--- config.mk ---
export PLATFORM = sky130hd
export DESIGN_NAME = h264_nal_rtp_packetizer
export DESIGN_NICKNAME = d
export VERILOG_FILES = /design/src/hdl/hnrp_pkg.sv /design/src/hdl/hnrp_fifo.sv /design/src/hdl/hnrp_front.sv /design/src/hdl/hnrp_back.sv /design/src/hdl/h264_nal_rtp_packetizer.sv
export SDC_FILE = /design/constraint.sdc
export NUM_CORES = 1
export LEC_CHECK = 0
export BUFFER_PORTS_ARGS = -buffer_cell sky130_fd_sc_hd__buf_4
export CAP_MARGIN = 20
export CORE_ASPECT_RATIO = 1.5
export CORE_MARGIN = 2
export CORE_UTILIZATION = 60
export DETAILED_ROUTE_END_ITERATION = 10
export HOLD_SLACK_MARGIN = 0.12
export PLACE_DENSITY = 0.77
export SLEW_MARGIN = 20
export SYNTH_ARGS = -nofsm -noshare
export SYNTH_HDL_FRONTEND = slang
export SYNTH_SLANG_ARGS = --single-unit
--- constraint.sdc ---
create_clock -name clk -period 6.8 [get_ports clk]
set_input_delay 0.34 -clock clk [delete_from_list [all_inputs] [get_ports clk]]
set_output_delay 0.34 -clock clk [all_outputs]
set_load 0.05 [all_outputs]
--- src/hdl/hnrp_pkg.sv ---
// Shared types and constants of the H.264 NAL to RTP packetizer.
`default_nettype none

package hnrp_pkg;

    // Register indexes on the configuration port
    localparam logic [1:0] REG_TIMESTAMP_STEP = 2'd0;
    localparam logic [1:0] REG_PAYLOAD_LIMIT  = 2'd1;
    localparam logic [1:0] REG_RTP_PT         = 2'd2;
    localparam logic [1:0] REG_STREAM_SSRC    = 2'd3;

    // Register values after reset
    localparam logic [16:0] TIMESTAMP_STEP_RESET = 17'd3600;
    localparam logic [10:0] PAYLOAD_LIMIT_RESET  = 11'd1400;
    localparam logic [6:0]  RTP_PT_RESET         = 7'd96;
    localparam logic [31:0] STREAM_SSRC_RESET    = 32'd10;

    // Protocol constants
    localparam logic [7:0]  RTP_VERSION_BYTE = 8'h80;
    localparam logic [4:0]  FU_A_TYPE        = 5'd28;
    localparam logic [10:0] MIN_PAYLOAD      = 11'd2;

    typedef struct packed {
        logic [7:0]  nal_byte;
        logic [15:0] nal_length;
    } in_item_t;

    typedef struct packed {
        logic [7:0] out_byte;
        logic       packet_end;
        logic       nal_end;
    } out_item_t;

    typedef struct packed {
        logic [16:0] timestamp_step;
        logic [10:0] payload_limit;
        logic [6:0]  rtp_pt;
        logic [31:0] stream_ssrc;
    } cfg_t;

    // One classified input byte: what the back end has to emit for it
    typedef struct packed {
        logic        hdr;       // emit a 12-byte RTP header
        logic        marker;
        logic [15:0] seq;
        logic [31:0] ts;
        logic        fu;        // emit FU indicator and FU header
        logic [7:0]  fu_ind;
        logic [7:0]  fu_hdr;
        logic        has_data;  // emit the NAL byte itself
        logic [7:0]  data;
        logic        pe;        // flags for the final byte of the transaction
        logic        ne;
    } job_t;

endpackage

`default_nettype wire

--- src/hdl/hnrp_fifo.sv ---
// Small register queue used for the job queue and the output byte queue.
`default_nettype none

module hnrp_fifo #(
    parameter int WIDTH = 8,
    parameter int DEPTH = 4
) (
    input  wire logic             clk,
    input  wire logic             rst_n,
    input  wire logic             wr_en,
    input  wire logic [WIDTH-1:0] wr_data,
    output logic                  full,
    input  wire logic             rd_en,
    output logic      [WIDTH-1:0] rd_data,
    output logic                  empty
);

    localparam int AW = (DEPTH > 1) ? $clog2(DEPTH) : 1;
    localparam int CW = $clog2(DEPTH + 1);

    logic [WIDTH-1:0] slot_reg [DEPTH];
    logic [AW-1:0]    wr_ptr_reg, wr_ptr_next;
    logic [AW-1:0]    rd_ptr_reg, rd_ptr_next;
    logic [CW-1:0]    count_reg, count_next;
    logic             do_wr, do_rd;

    assign full    = (count_reg == CW'(DEPTH));
    assign empty   = (count_reg == '0);
    assign do_wr   = wr_en && !full;
    assign do_rd   = rd_en && !empty;
    assign rd_data = slot_reg[rd_ptr_reg];

    always_comb
    begin
        wr_ptr_next = wr_ptr_reg;
        rd_ptr_next = rd_ptr_reg;
        count_next  = count_reg;
        if (do_wr)
        begin
            wr_ptr_next = (wr_ptr_reg == AW'(DEPTH - 1)) ? '0 : wr_ptr_reg + AW'(1);
        end
        if (do_rd)
        begin
            rd_ptr_next = (rd_ptr_reg == AW'(DEPTH - 1)) ? '0 : rd_ptr_reg + AW'(1);
        end
        unique case ({do_wr, do_rd})
            2'b10:   count_next = count_reg + CW'(1);
            2'b01:   count_next = count_reg - CW'(1);
            default: count_next = count_reg;
        endcase
    end

    always_ff @(posedge clk or negedge rst_n)
    begin
        if (!rst_n)
        begin
            wr_ptr_reg <= '0;
            rd_ptr_reg <= '0;
            count_reg  <= '0;
        end
        else
        begin
            wr_ptr_reg <= wr_ptr_next;
            rd_ptr_reg <= rd_ptr_next;
            count_reg  <= count_next;
        end
    end

    always_ff @(posedge clk)
    begin
        if (do_wr)
        begin
            slot_reg[wr_ptr_reg] <= wr_data;
        end
    end

endmodule

`default_nettype wire

--- src/hdl/hnrp_front.sv ---
// Front end: tracks NAL position and fragment state, turns each byte into a job.
`default_nettype none

module hnrp_front #(
    parameter int LENGTH_BITS = 16
) (
    input  wire logic              clk,
    input  wire logic              rst_n,
    input  wire logic              accept,
    input  wire hnrp_pkg::in_item_t in_item,
    input  wire hnrp_pkg::cfg_t     cfg,
    output hnrp_pkg::job_t          job
);
    import hnrp_pkg::*;

    localparam int CW = (LENGTH_BITS >= 16) ? LENGTH_BITS + 1 : 17;

    logic [15:0]          seq_reg, seq_next;
    logic [31:0]          ts_reg, ts_next;
    logic [LENGTH_BITS-1:0] pos_reg, pos_next;
    logic [10:0]          fill_reg, fill_next;
    logic [7:0]           nal_hdr_reg, nal_hdr_next;
    logic                 frag_reg, frag_next;

    logic [10:0]   lim;
    logic [CW-1:0] len_x, pos_x, lim_x, remaining;
    logic          last, end_frag, fill_end, frag_pick;
    logic [11:0]   fill_inc;
    logic [15:0]   seq_inc;
    logic [7:0]    b;

    always_comb
    begin
        b         = in_item.nal_byte;
        lim       = (cfg.payload_limit < MIN_PAYLOAD) ? MIN_PAYLOAD : cfg.payload_limit;
        len_x     = CW'(in_item.nal_length);
        pos_x     = CW'(pos_reg);
        lim_x     = CW'(lim);
        last      = (pos_x + CW'(1)) >= len_x;
        remaining = (len_x > pos_x) ? len_x - pos_x : CW'(1);
        end_frag  = remaining <= lim_x;
        fill_inc  = {1'b0, fill_reg} + 12'd1;
        fill_end  = last || (fill_inc >= {1'b0, lim});
        seq_inc   = seq_reg + 16'd1;
        frag_pick = len_x > lim_x;

        job          = '0;
        seq_next     = seq_reg;
        ts_next      = ts_reg;
        pos_next     = pos_reg;
        fill_next    = fill_reg;
        nal_hdr_next = nal_hdr_reg;
        frag_next    = frag_reg;

        if (accept)
        begin
            if (pos_reg == '0)
            begin
                // First byte: open a NAL and pick its packet mode
                ts_next      = ts_reg + {15'd0, cfg.timestamp_step};
                nal_hdr_next = b;
                frag_next    = frag_pick;
                seq_next     = seq_inc;
                job.hdr      = 1'b1;
                job.seq      = seq_inc;
                job.ts       = ts_next;
                job.pe       = last;
                job.ne       = last;
                if (!frag_pick)
                begin
                    fill_next    = '0;
                    job.has_data = 1'b1;
                    job.data     = b;
                end
                else
                begin
                    // NAL header byte is replaced by the FU prefix
                    fill_next  = 11'd1;
                    job.fu     = 1'b1;
                    job.fu_ind = {b[7:5], FU_A_TYPE};
                    job.fu_hdr = {1'b1, 1'b0, 1'b0, b[4:0]};
                end
            end
            else if (!frag_reg)
            begin
                job.has_data = 1'b1;
                job.data     = b;
                job.pe       = last;
                job.ne       = last;
            end
            else
            begin
                if (fill_reg == '0)
                begin
                    // Open a new fragment; E decided from bytes still to come
                    seq_next   = seq_inc;
                    job.hdr    = 1'b1;
                    job.marker = end_frag;
                    job.seq    = seq_inc;
                    job.ts     = ts_reg;
                    job.fu     = 1'b1;
                    job.fu_ind = {nal_hdr_reg[7:5], FU_A_TYPE};
                    job.fu_hdr = {1'b0, end_frag, 1'b0, nal_hdr_reg[4:0]};
                end
                fill_next    = fill_end ? '0 : fill_inc[10:0];
                job.has_data = 1'b1;
                job.data     = b;
                job.pe       = fill_end;
                job.ne       = last;
            end

            if (last)
            begin
                pos_next  = '0;
                fill_next = '0;
            end
            else
            begin
                pos_next = pos_reg + LENGTH_BITS'(1);
            end
        end
    end

    always_ff @(posedge clk or negedge rst_n)
    begin
        if (!rst_n)
        begin
            seq_reg     <= '0;
            ts_reg      <= '0;
            pos_reg     <= '0;
            fill_reg    <= '0;
            nal_hdr_reg <= '0;
            frag_reg    <= 1'b0;
        end
        else
        begin
            seq_reg     <= seq_next;
            ts_reg      <= ts_next;
            pos_reg     <= pos_next;
            fill_reg    <= fill_next;
            nal_hdr_reg <= nal_hdr_next;
            frag_reg    <= frag_next;
        end
    end

endmodule

`default_nettype wire

--- src/hdl/hnrp_back.sv ---
// Back end: serializes one job into header, FU prefix and data bytes.
`default_nettype none

module hnrp_back (
    input  wire logic           clk,
    input  wire logic           rst_n,
    input  wire hnrp_pkg::job_t job,
    input  wire logic           job_empty,
    output logic                job_pop,
    input  wire hnrp_pkg::cfg_t cfg,
    input  wire logic           out_full,
    output logic                out_wr,
    output hnrp_pkg::out_item_t out_item
);
    import hnrp_pkg::*;

    localparam logic [3:0] SLOT_VERSION = 4'd0;
    localparam logic [3:0] SLOT_PTYPE   = 4'd1;
    localparam logic [3:0] SLOT_SEQ_HI  = 4'd2;
    localparam logic [3:0] SLOT_SEQ_LO  = 4'd3;
    localparam logic [3:0] SLOT_TS_3    = 4'd4;
    localparam logic [3:0] SLOT_TS_2    = 4'd5;
    localparam logic [3:0] SLOT_TS_1    = 4'd6;
    localparam logic [3:0] SLOT_TS_0    = 4'd7;
    localparam logic [3:0] SLOT_SSRC_3  = 4'd8;
    localparam logic [3:0] SLOT_SSRC_2  = 4'd9;
    localparam logic [3:0] SLOT_SSRC_1  = 4'd10;
    localparam logic [3:0] SLOT_SSRC_0  = 4'd11;
    localparam logic [3:0] SLOT_FU_IND  = 4'd12;
    localparam logic [3:0] SLOT_FU_HDR  = 4'd13;
    localparam logic [3:0] SLOT_DATA    = 4'd14;

    logic [3:0] slot_reg, slot_next;
    logic       started_reg, started_next;
    logic [3:0] slot, slot_after;
    logic       final_byte;

    always_comb
    begin
        slot = started_reg ? slot_reg : (job.hdr ? SLOT_VERSION : SLOT_DATA);

        final_byte = (slot == SLOT_DATA)
                  || ((slot == SLOT_FU_HDR) && !job.has_data)
                  || ((slot == SLOT_SSRC_0) && !job.fu && !job.has_data);

        if (slot == SLOT_SSRC_0)
        begin
            slot_after = job.fu ? SLOT_FU_IND : SLOT_DATA;
        end
        else
        begin
            slot_after = slot + 4'd1;
        end

        out_wr  = !job_empty && !out_full;
        job_pop = out_wr && final_byte;

        out_item.packet_end = final_byte ? job.pe : 1'b0;
        out_item.nal_end    = final_byte ? job.ne : 1'b0;
        unique case (slot)
            SLOT_VERSION: out_item.out_byte = RTP_VERSION_BYTE;
            SLOT_PTYPE:   out_item.out_byte = {job.marker, cfg.rtp_pt};
            SLOT_SEQ_HI:  out_item.out_byte = job.seq[15:8];
            SLOT_SEQ_LO:  out_item.out_byte = job.seq[7:0];
            SLOT_TS_3:    out_item.out_byte = job.ts[31:24];
            SLOT_TS_2:    out_item.out_byte = job.ts[23:16];
            SLOT_TS_1:    out_item.out_byte = job.ts[15:8];
            SLOT_TS_0:    out_item.out_byte = job.ts[7:0];
            SLOT_SSRC_3:  out_item.out_byte = cfg.stream_ssrc[31:24];
            SLOT_SSRC_2:  out_item.out_byte = cfg.stream_ssrc[23:16];
            SLOT_SSRC_1:  out_item.out_byte = cfg.stream_ssrc[15:8];
            SLOT_SSRC_0:  out_item.out_byte = cfg.stream_ssrc[7:0];
            SLOT_FU_IND:  out_item.out_byte = job.fu_ind;
            SLOT_FU_HDR:  out_item.out_byte = job.fu_hdr;
            SLOT_DATA:    out_item.out_byte = job.data;
            default:      out_item.out_byte = '0;
        endcase

        slot_next    = slot_reg;
        started_next = started_reg;
        if (out_wr)
        begin
            if (final_byte)
            begin
                started_next = 1'b0;
            end
            else
            begin
                started_next = 1'b1;
                slot_next    = slot_after;
            end
        end
    end

    always_ff @(posedge clk or negedge rst_n)
    begin
        if (!rst_n)
        begin
            slot_reg    <= SLOT_VERSION;
            started_reg <= 1'b0;
        end
        else
        begin
            slot_reg    <= slot_next;
            started_reg <= started_next;
        end
    end

endmodule

`default_nettype wire

--- src/hdl/h264_nal_rtp_packetizer.sv ---
// Top level of the H.264 NAL unit to RTP packetizer (single-NAL and FU-A).
//
// Push NAL bytes one per transaction, header byte first, each with the total
// NAL length; pop the RTP packet stream one byte per transaction, with
// packet_end on the last byte of each packet and nal_end on the last byte of
// each NAL. Every packet opens with a 12-byte RTP header; FU-A fragments add
// the FU indicator and FU header. A front end classifies each input byte in
// the cycle it is accepted and queues a job (up to JOB_DEPTH deep); a back
// end serializes the head job into the output queue (OUT_DEPTH bytes) at one
// byte per cycle while a job waits and the output queue has room. Input is
// taken every cycle while the job queue has room. The sustained rate is set
// by the back end's serializer: each packet opening adds 12 header bytes (14
// for an FU-A fragment) to the payload bytes, and a NAL of L bytes split at
// limit P is sent as ceil(L / P) packets. The first output byte of an item
// passes the job queue and then the output queue before it shows on the
// result ports. Configuration writes are always taken (ready is held high);
// write them only while no bytes are in flight. A payload limit below 2 acts
// as 2.
`default_nettype none

module h264_nal_rtp_packetizer #(
    parameter int LENGTH_BITS = 16,
    parameter int JOB_DEPTH   = 4,
    parameter int OUT_DEPTH   = 16
) (
    input  wire logic               clk,
    input  wire logic               rst_n,
    // input queue side
    input  wire logic               push,
    output logic                    full,
    input  wire hnrp_pkg::in_item_t  in_item,
    // result queue side
    output logic                    empty,
    input  wire logic               pop,
    output hnrp_pkg::out_item_t      out_item,
    // configuration write channel
    input  wire logic               cfg_valid,
    output logic                    cfg_ready,
    input  wire logic [1:0]         cfg_index,
    input  wire logic [31:0]        cfg_data
);
    import hnrp_pkg::*;

    cfg_t      cfg_reg, cfg_next;
    job_t      job_in, job_head;
    out_item_t byte_item;
    logic      accept, job_full, job_empty, job_pop, out_wr, out_full;
    logic [$bits(job_t)-1:0]      job_rd_bits;
    logic [$bits(out_item_t)-1:0] out_rd_bits;

    // Configuration registers: take every write at once
    assign cfg_ready = 1'b1;

    always_comb
    begin
        cfg_next = cfg_reg;
        if (cfg_valid)
        begin
            unique case (cfg_index)
                REG_TIMESTAMP_STEP: cfg_next.timestamp_step = cfg_data[16:0];
                REG_PAYLOAD_LIMIT:  cfg_next.payload_limit  = cfg_data[10:0];
                REG_RTP_PT:         cfg_next.rtp_pt         = cfg_data[6:0];
                REG_STREAM_SSRC:    cfg_next.stream_ssrc    = cfg_data;
                default:            cfg_next = cfg_reg;
            endcase
        end
    end

    always_ff @(posedge clk or negedge rst_n)
    begin
        if (!rst_n)
        begin
            cfg_reg.timestamp_step <= TIMESTAMP_STEP_RESET;
            cfg_reg.payload_limit  <= PAYLOAD_LIMIT_RESET;
            cfg_reg.rtp_pt         <= RTP_PT_RESET;
            cfg_reg.stream_ssrc    <= STREAM_SSRC_RESET;
        end
        else
        begin
            cfg_reg <= cfg_next;
        end
    end

    // Front end: accept a transaction whenever the job queue has room
    assign full   = job_full;
    assign accept = push && !job_full;

    hnrp_front #(
        .LENGTH_BITS(LENGTH_BITS)
    ) u_front (
        .clk     (clk),
        .rst_n   (rst_n),
        .accept  (accept),
        .in_item (in_item),
        .cfg     (cfg_reg),
        .job     (job_in)
    );

    // Job queue decouples classification from byte serialization
    hnrp_fifo #(
        .WIDTH($bits(job_t)),
        .DEPTH(JOB_DEPTH)
    ) u_job_q (
        .clk     (clk),
        .rst_n   (rst_n),
        .wr_en   (accept),
        .wr_data (job_in),
        .full    (job_full),
        .rd_en   (job_pop),
        .rd_data (job_rd_bits),
        .empty   (job_empty)
    );

    assign job_head = job_t'(job_rd_bits);

    hnrp_back u_back (
        .clk       (clk),
        .rst_n     (rst_n),
        .job       (job_head),
        .job_empty (job_empty),
        .job_pop   (job_pop),
        .cfg       (cfg_reg),
        .out_full  (out_full),
        .out_wr    (out_wr),
        .out_item  (byte_item)
    );

    // Output queue absorbs header bursts and parts the result side
    hnrp_fifo #(
        .WIDTH($bits(out_item_t)),
        .DEPTH(OUT_DEPTH)
    ) u_out_q (
        .clk     (clk),
        .rst_n   (rst_n),
        .wr_en   (out_wr),
        .wr_data (byte_item),
        .full    (out_full),
        .rd_en   (pop),
        .rd_data (out_rd_bits),
        .empty   (empty)
    );

    assign out_item = out_item_t'(out_rd_bits);

endmodule

`default_nettype wire
==> out/metrics.yaml <==
outcome: "finished clean"
numCtsBuffers: 55
fin_util_pct: 68.2
path_common_cell: "sky130_fd_sc_hd__a31oi_1"
grt_pass1_wl_mm: 108
cp-start-kind: "flop"
gp_congestion: 0.918
vias_per_cell: 6.40
largest_family_of_logic_cells_by_synthesized_area: "multiplexers"
period_minus_slack_ps: 4810
static-leakage-power_nw: 12.6
yosys.area_share.adder_pct: 4.84
post_synth_simple_gate_area_pct: 9.40
finalSetupViolCount: 0
final.setup.tns_ps: 0
synth-edff-count: 444
yosys_warnings: 0
timing_max_transition_violations_final: 0
antennaDiodeCount: 0
vias_after_detailed_routing: 18500
avgRoutedWirePerCell_um: 24.1
ys_ff_latch: 620
mostFrequentLayoutCell: "sky130_fd_sc_hd__edfxtp_1"
critical-path-slowest-cell: "sky130_fd_sc_hd__dfrtp_1"
post_syn_nets: 2320
detailed_place_hpwl_mm: 46.9
finalClockSkew_ps: 29.2
synth_top_area_share_pct: 45.9
avgSynthCellArea_um2: 13.5
critical_path_sink_type: "flop"
biggest_fanout_along_the_worst_timing_path: 9
nFillCells: 3208
ys_seq_area_share_pct: 61.2
crit_chain: "inv_1 -> ha_1 -> o21a_1 -> o31a_1 -> o211ai_1 -> a31oi_1 -> a31oi_1 -> o21ai_0 -> nand2_1 -> nor3b_1 -> ha_1 -> a21o_1 -> a21oi_1 -> nand4_1 -> a31oi_1 -> o21ai_0 -> o21bai_1 -> nor4_1 -> a41o_1"
grt_setup_unrepaired: "no"
portBuffers: 74
yosysTopAreaCell: "sky130_fd_sc_hd__edfxtp_1"
maximum_number_of_pins_on_one_net_before_global_route_repair: 98
floorplan.initialDensity_pct: 60.9
die_y_extent_um: 273
first_global_vias: 19000
layout_worst_path_cycle_share_pct: 70.8
irDropWorstVdd_v: 0.000329
muxShareOfSynthArea_pct: 11.1
finalWirelength_mm: 69.8
cts.sink_count: 620
fp.dieArea_um2: 50200
worst_endpoint_data_arrival_time_ps: 5270
synthCells: 2147
die_width_um: 184
worst_slew_pin_slew_ps: 1150
ant_nets: 0
min_path_cells: 4
cts_tree: "built"
area_share_of_xor_xnor_cells_in_the_synthesized_design_pct: 2.93
timing.final.hold_violations: 0
grt_use_total_pct: 28.3
fp.coreArea_um2: 47700
final_net_count: 2421
synthToLayoutAreaGrowth_pct: 12.0
critical_path_class: "reg2reg"
grt_antenna_before_repair: 0
clk_path_buf_depth: 3
cp_slowest_stage_delay_ps: 460
critPathRequiredTime_ps: 7250
synth_async_sr_flop_share_pct: 28.4
synth-compound-area-share_pct: 8.25
netlist-cell-type-count: 75
ratio_of_total_power_to_cell_area_nw_per_um2: 469
cts_max_level: 2
timing.max_slew.rel_slack_pct: 23.4
clk_root_buffer_cell: "sky130_fd_sc_hd__clkbuf_16"
clk_latency_ps: 610
max_freq_ghz: 0.208
max_cap_viol_count: 0
min_path_type: "in2reg"
largest_reg_flops: 284
global_route.overflow_total: 0
post_route_cells_drive_above_1_share_pct: 16.6
most-common-layout-cells: "sky130_fd_sc_hd__edfxtp_1 (444), sky130_fd_sc_hd__nand2_1 (223), sky130_fd_sc_hd__dfrtp_1 (159)"
netlist_top_cells_area: "sky130_fd_sc_hd__edfxtp_1 (46%), sky130_fd_sc_hd__dfrtp_1 (14%), sky130_fd_sc_hd__mux4_2 (5.2%)"
detail_route.iter0.violations: 1460
drt_pre_antenna_iters: 6
worst_r2r_path_depth: 19
syn-cell-area_um2: 29000
path_clk_slew_ps: 60
io_pins: 76
drt_drc_violations_left: 0
placement_rows: 98
postSynth.topFlopCell: "sky130_fd_sc_hd__edfxtp_1"
## through the flow
stage          worst slack [ps]  hold WS (ps)  cell area, um2  std cells  power, W
2_1_floorplan              2810          44.4           29000       2147    0.0101
3_3_place_gp               2270           450           30100       2748    0.0117
3_5_place_dp               2100           449           30100       2748    0.0120
4_1_cts                    2050           215           32500       2893    0.0153
5_1_grt                    1560           315           32500       2895    0.0160
6_report                   1990           228           32500       2895    0.0153
## cells by family (layout without fill, tap and decap cells)
kind of cell	after synthesis	count (layout)
flip-flops	620	620
buffers and inverters	168	316
other	1	1
multiplexers	228	228
adder cells (fa/ha/maj)	110	110
AO/OA/AOI/OAI	355	355
AND/OR/NAND/NOR	568	568
XOR/XNOR	97	97
## timing repair
action | CTS | global route
resized for setup | 0 | 0
hold buffers | 41 | 0
setup buffers | 0 | 0
hold endpoints to repair | 168 | 0
## worst paths after layout
kind | to | from | slack, ps
max | u_job_q.slot_reg[1][76] | u_front.pos_reg[2] | 1990
min | u_out_q.rd_ptr_reg[1] | pop | 230
max reg2reg | u_job_q.slot_reg[1][76] | u_front.pos_reg[2] | 1990
min reg2reg | u_front.nal_hdr_reg[2] | u_front.nal_hdr_reg[2] | 480
max in group asynchronous | u_job_q.rd_ptr_reg[0] | rst_n | 5370
min in group asynchronous | u_front.ts_reg[18] | rst_n | 360
## synthesized netlist by cell type (6+ instances only)
library cell	number
sky130_fd_sc_hd__mux2i_1	86
sky130_fd_sc_hd__o31ai_1	8
sky130_fd_sc_hd__nand3_1	64
sky130_fd_sc_hd__a21oi_1	56
sky130_fd_sc_hd__a32oi_1	10
sky130_fd_sc_hd__o221ai_1	7
sky130_fd_sc_hd__dfstp_2	14
sky130_fd_sc_hd__xnor2_1	53
sky130_fd_sc_hd__a31oi_1	13
sky130_fd_sc_hd__o22ai_1	22
sky130_fd_sc_hd__nand2_1	223
sky130_fd_sc_hd__a22oi_1	29
sky130_fd_sc_hd__ha_1	106
sky130_fd_sc_hd__buf_1	10
sky130_fd_sc_hd__buf_2	21
sky130_fd_sc_hd__mux2_2	75
sky130_fd_sc_hd__mux4_2	67
sky130_fd_sc_hd__clkbuf_1	57
sky130_fd_sc_hd__nand2b_1	8
sky130_fd_sc_hd__a211oi_1	10
sky130_fd_sc_hd__nor2b_1	15
sky130_fd_sc_hd__inv_1	73
sky130_fd_sc_hd__o21ai_0	77
sky130_fd_sc_hd__edfxtp_1	444
sky130_fd_sc_hd__dfrtp_1	162
sky130_fd_sc_hd__or3_1	7
sky130_fd_sc_hd__or4_1	6
sky130_fd_sc_hd__nor4_1	14
sky130_fd_sc_hd__xor2_1	44
sky130_fd_sc_hd__o21a_1	12
sky130_fd_sc_hd__o21ai_1	6
sky130_fd_sc_hd__and2_1	29
sky130_fd_sc_hd__a21o_1	33
sky130_fd_sc_hd__o211ai_1	15
sky130_fd_sc_hd__a22o_1	16
sky130_fd_sc_hd__nand4_1	24
sky130_fd_sc_hd__nor3_1	24
sky130_fd_sc_hd__and3_1	36
sky130_fd_sc_hd__nor2_1	88
sky130_fd_sc_hd__a221oi_1	14
## area by class of cell
| type | instances | area (um2) | share of cell area, % |
|---|---|---|---|
| flip-flops and latches | 620 | 17800 | 54.6 |
| multi-input cells | 1359 | 10600 | 32.7 |
| clock buffers | 69 | 1540 | 4.74 |
| repair buffers | 136 | 1150 | 3.55 |
| well taps | 600 | 751 | 2.31 |
| clock inverters | 35 | 387 | 1.19 |
| inverters | 76 | 285 | 0.877 |
## worst max-delay path: cells and delay by family, from the launching register on
kind / cells / cell delay, ps
compound gates: 12 / 2480
simple gates: 4 / 970
fa+ha+maj: 2 / 660
flops: 1 / 460
buf+inv: 1 / 110
## layer usage
layer  part of all wire [%]  up-vias  global-route usage [%]
met4                    4.6        0                    12.3
met3                    5.0      176                    2.91
li1                       -     8292                       -
met2                     53      711                    51.7
met5                      0        -                       0
met1                     38     9335                    34.0
## report_power, final
| part | switching (W) | internal (W) |
|---|---|---|
| registers | 0.000555 | 0.00564 |
| logic | 0.00376 | 0.00205 |
| clock network | 0.00141 | 0.00185 |
| total | 0.00573 | 0.00953 |
Power figures use the tool's default switching activity.
